`src/rtl/core/mlfr_pkg.sv`:
```
`timescale 1ns / 1ps
`default_nettype none
// ----------------------------------------------------------------------------
// mlfr_pkg
// Shared widths, phase and status codes, and state/result types for the
// meter link frame receiver.
// ----------------------------------------------------------------------------
package mlfr_pkg;

    // field widths
    localparam int BYTE_W  = 8;
    localparam int LEN_W   = 14;
    localparam int POS_W   = 15;
    localparam int STAT_W  = 4;
    localparam int PHASE_W = 4;

    // channel numbers are compared modulo the channel count
    localparam int CHANNEL_COUNT = 8;
    localparam int CH_W          = 3;

    // frame constants
    localparam logic [BYTE_W-1:0] START_BYTE      = 8'h68;
    localparam logic [BYTE_W-1:0] END_BYTE        = 8'h16;
    localparam logic [LEN_W-1:0]  MIN_LENGTH      = 14'd8;
    localparam logic [LEN_W-1:0]  MAX_LENGTH_RST  = 14'd1016;
    localparam logic [POS_W-1:0]  HEADER_LAST_POS = 15'd13;
    localparam logic [POS_W-1:0]  DATA_BASE       = 15'd5;

    // receive phases
    localparam logic [PHASE_W-1:0] PH_HUNT    = 4'd0;
    localparam logic [PHASE_W-1:0] PH_LEN1_LO = 4'd1;
    localparam logic [PHASE_W-1:0] PH_LEN1_HI = 4'd2;
    localparam logic [PHASE_W-1:0] PH_LEN2_LO = 4'd3;
    localparam logic [PHASE_W-1:0] PH_LEN2_HI = 4'd4;
    localparam logic [PHASE_W-1:0] PH_START2  = 4'd5;
    localparam logic [PHASE_W-1:0] PH_CONTROL = 4'd6;
    localparam logic [PHASE_W-1:0] PH_ADDRESS = 4'd7;
    localparam logic [PHASE_W-1:0] PH_DATA    = 4'd8;
    localparam logic [PHASE_W-1:0] PH_CHECK   = 4'd9;
    localparam logic [PHASE_W-1:0] PH_END     = 4'd10;

    // per-byte status codes
    localparam logic [STAT_W-1:0] ST_IGNORED  = 4'd0;
    localparam logic [STAT_W-1:0] ST_BYTE     = 4'd1;
    localparam logic [STAT_W-1:0] ST_DONE     = 4'd2;
    localparam logic [STAT_W-1:0] ST_LONG     = 4'd3;
    localparam logic [STAT_W-1:0] ST_SHORT    = 4'd4;
    localparam logic [STAT_W-1:0] ST_MISMATCH = 4'd5;
    localparam logic [STAT_W-1:0] ST_START2   = 4'd6;
    localparam logic [STAT_W-1:0] ST_CHECK    = 4'd7;
    localparam logic [STAT_W-1:0] ST_END      = 4'd8;

    // frame tracking state
    typedef struct packed {
        logic [PHASE_W-1:0] phase;
        logic [POS_W-1:0]   byte_position;
        logic [LEN_W-1:0]   user_length;
        logic [LEN_W-1:0]   confirm_length;
        logic [BYTE_W-1:0]  running_sum;
        logic [CH_W-1:0]    last_channel;
    } mlfr_state_t;

    // one result beat
    typedef struct packed {
        logic [BYTE_W-1:0] out_byte;
        logic [POS_W-1:0]  position;
        logic [STAT_W-1:0] status;
        logic [POS_W-1:0]  frame_length;
    } mlfr_result_t;

endpackage
`default_nettype wire

```
`src/rtl/core/mlfr_if.sv`:
```
`timescale 1ns / 1ps
`default_nettype none
// ----------------------------------------------------------------------------
// mlfr_in_if / mlfr_out_if
// Valid/ready channels carrying received bytes in and per-byte results out.
// ----------------------------------------------------------------------------
interface mlfr_in_if;
    import mlfr_pkg::*;

    logic              valid;
    logic              ready;
    logic [BYTE_W-1:0] data_byte;
    logic [CH_W-1:0]   channel;

    modport source (output valid, output data_byte, output channel, input ready);
    modport sink   (input valid, input data_byte, input channel, output ready);
endinterface

interface mlfr_out_if;
    import mlfr_pkg::*;

    logic              valid;
    logic              ready;
    logic [BYTE_W-1:0] out_byte;
    logic [POS_W-1:0]  position;
    logic [STAT_W-1:0] status;
    logic [POS_W-1:0]  frame_length;

    modport source (output valid, output out_byte, output position, output status,
                    output frame_length, input ready);
    modport sink   (input valid, input out_byte, input position, input status,
                    input frame_length, output ready);
endinterface
`default_nettype wire

```
`src/rtl/core/mlfr_step.sv`:
```
`timescale 1ns / 1ps
`default_nettype none
// ----------------------------------------------------------------------------
// mlfr_step
// Next-state and result logic for one received byte of the frame tracker.
// ----------------------------------------------------------------------------
module mlfr_step
    import mlfr_pkg::*;
(
    input  mlfr_state_t       cur,
    input  logic [LEN_W-1:0]  max_length,
    input  logic [BYTE_W-1:0] data_byte,
    input  logic [CH_W-1:0]   channel,
    output mlfr_state_t       nxt,
    output mlfr_result_t      res
);

    logic [LEN_W-1:0]  len_lo;
    logic [LEN_W-1:0]  len1_sum;
    logic [LEN_W-1:0]  len2_sum;
    logic [BYTE_W-1:0] sum_add;
    logic [POS_W-1:0]  end_pos;
    logic [POS_W-1:0]  pos_inc;
    logic              ch_change;

    // datapath pieces
    assign len_lo    = {8'd0, data_byte[7:2]};
    assign len1_sum  = cur.user_length + {data_byte, 6'd0};
    assign len2_sum  = cur.confirm_length + {data_byte, 6'd0};
    assign sum_add   = cur.running_sum + data_byte;
    assign end_pos   = DATA_BASE + {1'b0, cur.user_length};
    assign pos_inc   = cur.byte_position + 15'd1;
    assign ch_change = (channel != cur.last_channel);

    // phase sequencing
    always_comb
    begin
        nxt                   = cur;
        res.out_byte          = data_byte;
        res.position          = cur.byte_position;
        res.status            = ST_BYTE;
        res.frame_length      = '0;
        nxt.phase             = ch_change ? PH_HUNT : cur.phase;
        nxt.last_channel      = channel;

        unique case (nxt.phase)
            PH_HUNT:
            begin
                res.position = '0;
                if (data_byte == START_BYTE)
                begin
                    nxt.user_length = '0;
                    nxt.phase       = PH_LEN1_LO;
                end
                else
                begin
                    res.status = ST_IGNORED;
                end
            end
            PH_LEN1_LO:
            begin
                nxt.user_length = len_lo;
                nxt.phase       = PH_LEN1_HI;
            end
            PH_LEN1_HI:
            begin
                nxt.user_length = len1_sum;
                if (len1_sum < MIN_LENGTH)
                begin
                    res.status = ST_SHORT;
                    nxt.phase  = PH_HUNT;
                end
                else if (len1_sum > max_length)
                begin
                    res.status = ST_LONG;
                    nxt.phase  = PH_HUNT;
                end
                else
                begin
                    nxt.phase = PH_LEN2_LO;
                end
            end
            PH_LEN2_LO:
            begin
                nxt.confirm_length = len_lo;
                nxt.phase          = PH_LEN2_HI;
            end
            PH_LEN2_HI:
            begin
                nxt.confirm_length = len2_sum;
                if (len2_sum == cur.user_length)
                begin
                    nxt.phase = PH_START2;
                end
                else
                begin
                    res.status = ST_MISMATCH;
                    nxt.phase  = PH_HUNT;
                end
            end
            PH_START2:
            begin
                if (data_byte == START_BYTE)
                begin
                    nxt.phase = PH_CONTROL;
                end
                else
                begin
                    res.status = ST_START2;
                    nxt.phase  = PH_HUNT;
                end
            end
            PH_CONTROL:
            begin
                nxt.running_sum = data_byte;
                nxt.phase       = PH_ADDRESS;
            end
            PH_ADDRESS:
            begin
                nxt.running_sum = sum_add;
                // short header: user data may end inside the address field
                if (cur.byte_position == end_pos)
                    nxt.phase = PH_CHECK;
                else if (cur.byte_position == HEADER_LAST_POS)
                    nxt.phase = PH_DATA;
            end
            PH_DATA:
            begin
                nxt.running_sum = sum_add;
                if (cur.byte_position == end_pos)
                    nxt.phase = PH_CHECK;
            end
            PH_CHECK:
            begin
                if (data_byte == cur.running_sum)
                begin
                    nxt.phase = PH_END;
                end
                else
                begin
                    res.status = ST_CHECK;
                    nxt.phase  = PH_HUNT;
                end
            end
            PH_END:
            begin
                if (data_byte == END_BYTE)
                begin
                    res.status       = ST_DONE;
                    res.frame_length = pos_inc;
                end
                else
                begin
                    res.status = ST_END;
                end
                nxt.phase = PH_HUNT;
            end
            default:
            begin
                res.status   = ST_IGNORED;
                res.position = '0;
                nxt.phase    = PH_HUNT;
            end
        endcase

        // position advances on frame bytes, clears on completion
        if (res.status == ST_BYTE)
            nxt.byte_position = res.position + 15'd1;
        if (res.status == ST_DONE)
        begin
            nxt.byte_position = '0;
            nxt.user_length   = '0;
        end
    end

endmodule
`default_nettype wire

```
`src/rtl/core/meter_link_frame_receiver_unit.sv`:
```
`timescale 1ns / 1ps
`default_nettype none
// ----------------------------------------------------------------------------
// meter_link_frame_receiver_unit
// Byte-wise link frame tracker: 68h L L 68h control address data cs 16h.
// ----------------------------------------------------------------------------
// Usage
//   link   : valid/ready input, one received byte and its channel per beat
//   result : valid/ready output, one beat per input byte with the byte echo,
//            its frame position, a status code and, on completion, the
//            total frame length
//   cfg_wr_en / cfg_wr_data : writes max_length; write only while idle
// Flow: an accepted byte is loaded into the input register, and its result
//   is then registered in the result register and presented as a beat.
// Throughput: one byte per cycle while result beats are taken; the whole
//   per-byte update is a single pass of logic between the input register
//   and the result register.
// Reset: tracker hunts for 68h on channel 0, max_length is 1016, both
//   pipeline registers are empty.
// Stall: with result.ready low the result register holds its beat, the
//   input register takes one more byte, then link.ready drops until the
//   result beat is taken.
// ----------------------------------------------------------------------------
module meter_link_frame_receiver_unit
    import mlfr_pkg::*;
(
    input  logic             clk,
    input  logic             rst_n,
    mlfr_in_if.sink          link,
    mlfr_out_if.source       result,
    input  logic             cfg_wr_en,
    input  logic [LEN_W-1:0] cfg_wr_data
);

    logic              in_valid_reg;
    logic [BYTE_W-1:0] in_byte_reg;
    logic [CH_W-1:0]   in_chan_reg;
    mlfr_state_t       state_reg;
    mlfr_state_t       state_next;
    mlfr_result_t      res_next;
    mlfr_result_t      res_reg;
    logic              res_valid_reg;
    logic [LEN_W-1:0]  max_length_reg;
    logic              fire;

    // advance when the input register holds a beat and the result slot frees
    assign fire       = in_valid_reg && (!res_valid_reg || result.ready);
    assign link.ready = !in_valid_reg || fire;

    // configuration register
    always_ff @(posedge clk or negedge rst_n)
    begin
        if (!rst_n)
            max_length_reg <= MAX_LENGTH_RST;
        else if (cfg_wr_en)
            max_length_reg <= cfg_wr_data;
    end

    // input register
    always_ff @(posedge clk or negedge rst_n)
    begin
        if (!rst_n)
            in_valid_reg <= 1'b0;
        else if (link.ready)
            in_valid_reg <= link.valid;
    end

    always_ff @(posedge clk)
    begin
        if (link.ready && link.valid)
        begin
            in_byte_reg <= link.data_byte;
            in_chan_reg <= link.channel;
        end
    end

    // per-byte frame logic
    mlfr_step u_step (
        .cur        (state_reg),
        .max_length (max_length_reg),
        .data_byte  (in_byte_reg),
        .channel    (in_chan_reg),
        .nxt        (state_next),
        .res        (res_next)
    );

    // tracker state
    always_ff @(posedge clk or negedge rst_n)
    begin
        if (!rst_n)
        begin
            state_reg.phase          <= PH_HUNT;
            state_reg.byte_position  <= '0;
            state_reg.user_length    <= '0;
            state_reg.confirm_length <= '0;
            state_reg.running_sum    <= '0;
            state_reg.last_channel   <= '0;
        end
        else if (fire)
        begin
            state_reg <= state_next;
        end
    end

    // result register
    always_ff @(posedge clk or negedge rst_n)
    begin
        if (!rst_n)
            res_valid_reg <= 1'b0;
        else if (fire)
            res_valid_reg <= 1'b1;
        else if (result.ready)
            res_valid_reg <= 1'b0;
    end

    always_ff @(posedge clk)
    begin
        if (fire)
            res_reg <= res_next;
    end

    assign result.valid        = res_valid_reg;
    assign result.out_byte     = res_reg.out_byte;
    assign result.position     = res_reg.position;
    assign result.status       = res_reg.status;
    assign result.frame_length = res_reg.frame_length;

    // checks
    a_done_len: assert property (@(posedge clk) disable iff (!rst_n)
        (res_valid_reg && res_reg.status == ST_DONE)
            |-> (res_reg.frame_length == res_reg.position + 15'd1))
        else $error("frame length does not follow end position");

    a_len_only_done: assert property (@(posedge clk) disable iff (!rst_n)
        (res_valid_reg && res_reg.status != ST_DONE) |-> (res_reg.frame_length == '0))
        else $error("frame length set on a beat that does not complete a frame");

    a_ignored_pos: assert property (@(posedge clk) disable iff (!rst_n)
        (res_valid_reg && res_reg.status == ST_IGNORED) |-> (res_reg.position == '0))
        else $error("ignored beat carries a nonzero position");

    a_done_clears: assert property (@(posedge clk) disable iff (!rst_n)
        (fire && res_next.status == ST_DONE)
            |=> (state_reg.phase == PH_HUNT && state_reg.byte_position == '0))
        else $error("tracker not back to hunting after a complete frame");

    a_stall_full: assert property (@(posedge clk) disable iff (!rst_n)
        !link.ready |-> (in_valid_reg && res_valid_reg && !result.ready))
        else $error("input stalled while the pipeline could advance");

endmodule
`default_nettype wire

```
`src/flat_wrapper.sv`:
```
// flat-port wrapper written by rule: the top's interface ports become plain ports
module meter_link_frame_receiver_unit_flat import mlfr_pkg::*;
  (clk, rst_n, cfg_wr_en, cfg_wr_data, link_valid, link_data_byte, link_channel, link_ready, result_valid, result_out_byte, result_position, result_status, result_frame_length, result_ready);
  mlfr_in_if link_i ();
  mlfr_out_if result_i ();
  input  logic clk;
  input  logic rst_n;
  input  logic cfg_wr_en;
  input  logic [LEN_W-1:0] cfg_wr_data;
  input wire logic [$bits(link_i.valid)-1:0] link_valid;
  input wire logic [$bits(link_i.data_byte)-1:0] link_data_byte;
  input wire logic [$bits(link_i.channel)-1:0] link_channel;
  output wire logic [$bits(link_i.ready)-1:0] link_ready;
  output wire logic [$bits(result_i.valid)-1:0] result_valid;
  output wire logic [$bits(result_i.out_byte)-1:0] result_out_byte;
  output wire logic [$bits(result_i.position)-1:0] result_position;
  output wire logic [$bits(result_i.status)-1:0] result_status;
  output wire logic [$bits(result_i.frame_length)-1:0] result_frame_length;
  input wire logic [$bits(result_i.ready)-1:0] result_ready;
  assign link_i.valid = link_valid;
  assign link_i.data_byte = link_data_byte;
  assign link_i.channel = link_channel;
  assign link_ready = link_i.ready;
  assign result_valid = result_i.valid;
  assign result_out_byte = result_i.out_byte;
  assign result_position = result_i.position;
  assign result_status = result_i.status;
  assign result_frame_length = result_i.frame_length;
  assign result_i.ready = result_ready;
  meter_link_frame_receiver_unit u_core (.clk(clk), .rst_n(rst_n), .link(link_i), .result(result_i), .cfg_wr_en(cfg_wr_en), .cfg_wr_data(cfg_wr_data));
endmodule
```
`config.mk`:
```
export PLATFORM = sky130hd
export DESIGN_NAME = meter_link_frame_receiver_unit_flat
export DESIGN_NICKNAME = d
export VERILOG_FILES = /design/src/rtl/core/mlfr_pkg.sv /design/src/rtl/core/mlfr_if.sv /design/src/rtl/core/mlfr_step.sv /design/src/rtl/core/meter_link_frame_receiver_unit.sv /design/src/flat_wrapper.sv
export SDC_FILE = /design/constraint.sdc
export NUM_CORES = 1
export LEC_CHECK = 0
export BUFFER_PORTS_ARGS = -buffer_cell sky130_fd_sc_hd__clkbuf_2
export CAP_MARGIN = 30
export CORE_AREA = 2 2 137 139
export DETAILED_ROUTE_END_ITERATION = 10
export DIE_AREA = 0 0 139 141
export SLEW_MARGIN = 20
export SYNTH_ARGS = -nofsm -noshare
export SYNTH_HDL_FRONTEND = slang
export SYNTH_SLANG_ARGS = --single-unit
export TNS_END_PERCENT = 20
```
`constraint.sdc`:
```
create_clock -name clk -period 4.02 [get_ports clk]
set_input_delay 0.402 -clock clk [delete_from_list [all_inputs] [get_ports clk]]
set_output_delay 0.402 -clock clk [all_outputs]
set_load 0.02 [all_outputs]
```
==> impl_metrics.toml <==
[status]
status = "finished clean"

[clock_network]
cts_buffers = 17
clock_slew_at_reported_path_ffs_ns = 0.06
cts-root-to-sink-buffers = 2
clock_tree.root_cell = "sky130_fd_sc_hd__clkbuf_16"
cts_sinks = 127
tritoncts = "done"
clk-insertion-delay-late_ns = 0.43
ctsHtreeMaxLevel = 4

[route]
detail-route-antenna-nets = 0
drt_iter0_drc = 452
routed_wirelength_mm = 20.7
drt-wirelength-per-cell_um = 17.8
detail_route.vias_per_cell = 5.60
drt_pass1_iterations = 8
total_via_count_after_detailed_routing = 6509
drt_drc_violations_left = 0

[sta]
final_number_of_max_transition_violations = 0
min_period_over_period_pct = 95.6
worst-slew-pin-transition_ns = 0.838
timing.final.crit_period_ns = 3.84
fin_worst_skew_ns = 0.0108
timing.final.hold_violations = 0
max_clock_freq_mhz = 260
finalSetupViolations = 0
rsz_0062_raised_after_global_routing = "no"
tns_ns = 0
relSlewSlack_pct = 44.1

[grt]
grt.overflow.total = 0
grt_pass1_vias = 6084
grt_use_total_pct = 21.8
antenna_found_initial = 0
largest_net_degree_at_the_start_of_global_routing = 40
grt_first_pass_wirelength_mm = 33.5

[cells_and_area]
drive_above_1_share_pct = 18.4
number_of_diodes_added_for_antenna_fixing = 0
most_common_cell_after_layout_fill_and_taps_aside = "sky130_fd_sc_hd__nand2_1"
largest_reg_flops = 58
most_used_cells_in_the_layout_excluding_fill_and_tap_cells = "sky130_fd_sc_hd__nand2_1, sky130_fd_sc_hd__clkbuf_2, sky130_fd_sc_hd__dfrtp_1"
areaGrowthSynthToFinish_pct = 17.1
nets = 986
fin_util_pct = 51.1

[worst_setup_path]
critPathBufInv = 0
arrival_ns = 4.15
crit_path_max_incr_delay_ns = 0.40
worstPathRequired_ns = 4.33
setup.worst_path.start_class = "flop"
crit_path_cell_trace = "ha_2 -> fa_2 -> a211oi_4 -> o21ba_2 -> nor2_2 -> ha_1 -> and4_1 -> a31oi_1 -> o21a_1 -> o21ai_0 -> a211oi_2 -> o21ai_2 -> nor4_4 -> nor2b_4 -> a221o_1"
endpoint_kind = "flop"
timing.critical_path.slowest_stage_cell = "sky130_fd_sc_hd__edfxtp_1"
critPathKind = "flop to flop"
timing.critical_path.max_delay_family = "compound AO/OA/AOI/OAI gates"
crit_fanout = 7

[synth]
number_of_enable_type_register_cells_in_the_synthesized_netlist = 53
synth.net_count = 915
post_synth_num_cell_types = 79
postSynth.topFlopCell = "sky130_fd_sc_hd__dfrtp_1"
synth_area_leader_cell = "sky130_fd_sc_hd__dfrtp_1"
ys_top_cells_by_area = "sky130_fd_sc_hd__dfrtp_1, sky130_fd_sc_hd__edfxtp_1, sky130_fd_sc_hd__ha_1"
synth_top_cell_area_share_pct = 21.0
yosysWarnings = 0
flops_latches_synth = 127
syn_area_mm2 = 0.00798
syn_avg_cell_area_um2 = 9.46
synth-async-reset-ratio_pct = 58.3
synth_seq_area_share_pct = 43.3
syn-instance-count = 844

[die]
design.die.area_mm2 = 0.0196
die_width_um = 139
placeable_area_mm2 = 0.0183
io_pins = 74
dieHeight_um = 141
row_count = 50
starting_density_of_the_core_pct = 43.7

[job]
max_cap_viol_count = 0

[placed_design]
gp_congestion = 0.900
numPortBuffers = 73
detailedPlacementHpwl_mm = 14.9

[worst_hold_path]
hold_path.class = "input port to flop"

[power]
power.ir.vdd_worst_mv = 0.354
design_power_total_mw = 3.39
total_leakage_power_nw = 3.99
power-per-cell-area_mw_per_mm2 = 362
-- stage by stage --
step / cell area, µm² / std cells / setup WS, ns / hold slack, ns
6_report: 9340 / 1162 / 0.177 / 0.143
5_1_grt: 9340 / 1162 / 0.00631 / 0.139
4_1_cts: 9280 / 1158 / 0.0998 / 0.138
3_5_place_dp: 8660 / 1125 / 0.128 / 0.405
3_3_place_gp: 8640 / 1123 / 0.226 / 0.471
2_1_floorplan: 7980 / 844 / 0.407 / 0.106
-- routing by layer --
metal	routed length [µm]	vias to the layer above	share of wire, %	GRT usage (%)
met5	0	-	0	0
met4	452	0	2.2	7.50
met3	1200	33	5.8	4.14
met2	9040	189	44	33.3
met1	9960	3103	48	31.2
li1	-	3184	-	-
-- cells by family (layout without fill, tap and decap cells) --
kind of cell / Yosys count / in the layout / synth area share, %
adders and majority gates: 41 / 41 / 6.71
buffers and inverters: 82 / 166 / 4.01
muxes: 15 / 15 / 1.93
AOI/OAI and AO/OA: 190 / 190 / 16.5
DFF: 127 / 127 / 43.3
and+or+nand+nor: 327 / 327 / 20.8
xor gates and xnor gates: 62 / 62 / 6.80
-- worst reg2reg max path: cells and delay by family (launching register included) --
| kind | cells | cell delay [ns] |
|---|---|---|
| compound gates | 8 | 1.76 |
| fa+ha+maj | 3 | 0.88 |
| simple gates | 4 | 0.70 |
| flops | 1 | 0.40 |
-- worst paths after layout --
kind	to	from	cells after the start	slack [ns]
worst max-delay path	u_core.state_reg[46]	u_core.in_byte_reg[0]	15	0.18
worst min-delay path	u_core.in_byte_reg[5]	link_data_byte[5]	1	0.14
worst max register to register	u_core.state_reg[46]	u_core.in_byte_reg[0]	15	0.18
worst min register to register	u_core.result.valid	u_core.in_valid_reg	1	0.49
max in group asynchronous	u_core.state_reg[32]	rst_n	3	2.90
min in group asynchronous	u_core.state_reg[57]	rst_n	2	0.48
-- timing repair --
item                                    4_1_cts  5_1_grt
buffers inserted                              0        4
endpoints found under the setup margin        0        9
hold buffers                                  1        0
resized for setup                             0        9
hold endpoints to repair                     28        0
-- layout make-up --
class | count | area, µm²
Clock buffer | 17 | 425
Clock inverter | 15 | 183
Fill cell | 1743 | 8920
Inverter | 27 | 101
Multi-Input combinational cell | 635 | 4240
Sequential cell | 127 | 3450
Tap cell | 234 | 293
Timing Repair Buffer | 107 | 651
-- cells in the mapped netlist, types with 20 or more instances --
cell type	n
sky130_fd_sc_hd__xor2_1	32
sky130_fd_sc_hd__a21oi_1	34
sky130_fd_sc_hd__xnor2_1	30
sky130_fd_sc_hd__ha_1	38
sky130_fd_sc_hd__nand2_1	102
sky130_fd_sc_hd__o21ai_0	57
sky130_fd_sc_hd__dfrtp_1	67
sky130_fd_sc_hd__edfxtp_1	53
sky130_fd_sc_hd__nand3_1	33
sky130_fd_sc_hd__nor2_1	60
sky130_fd_sc_hd__clkbuf_1	46
sky130_fd_sc_hd__inv_1	27
sky130_fd_sc_hd__and2_1	20
-- power by group --
part / internal [mW] / switching, mW
combinational: 0.122 / 0.214
sequential: 1.42 / 0.0279
clock: 0.981 / 0.624
total: 2.52 / 0.866
(Power assumes the default switching activity.)
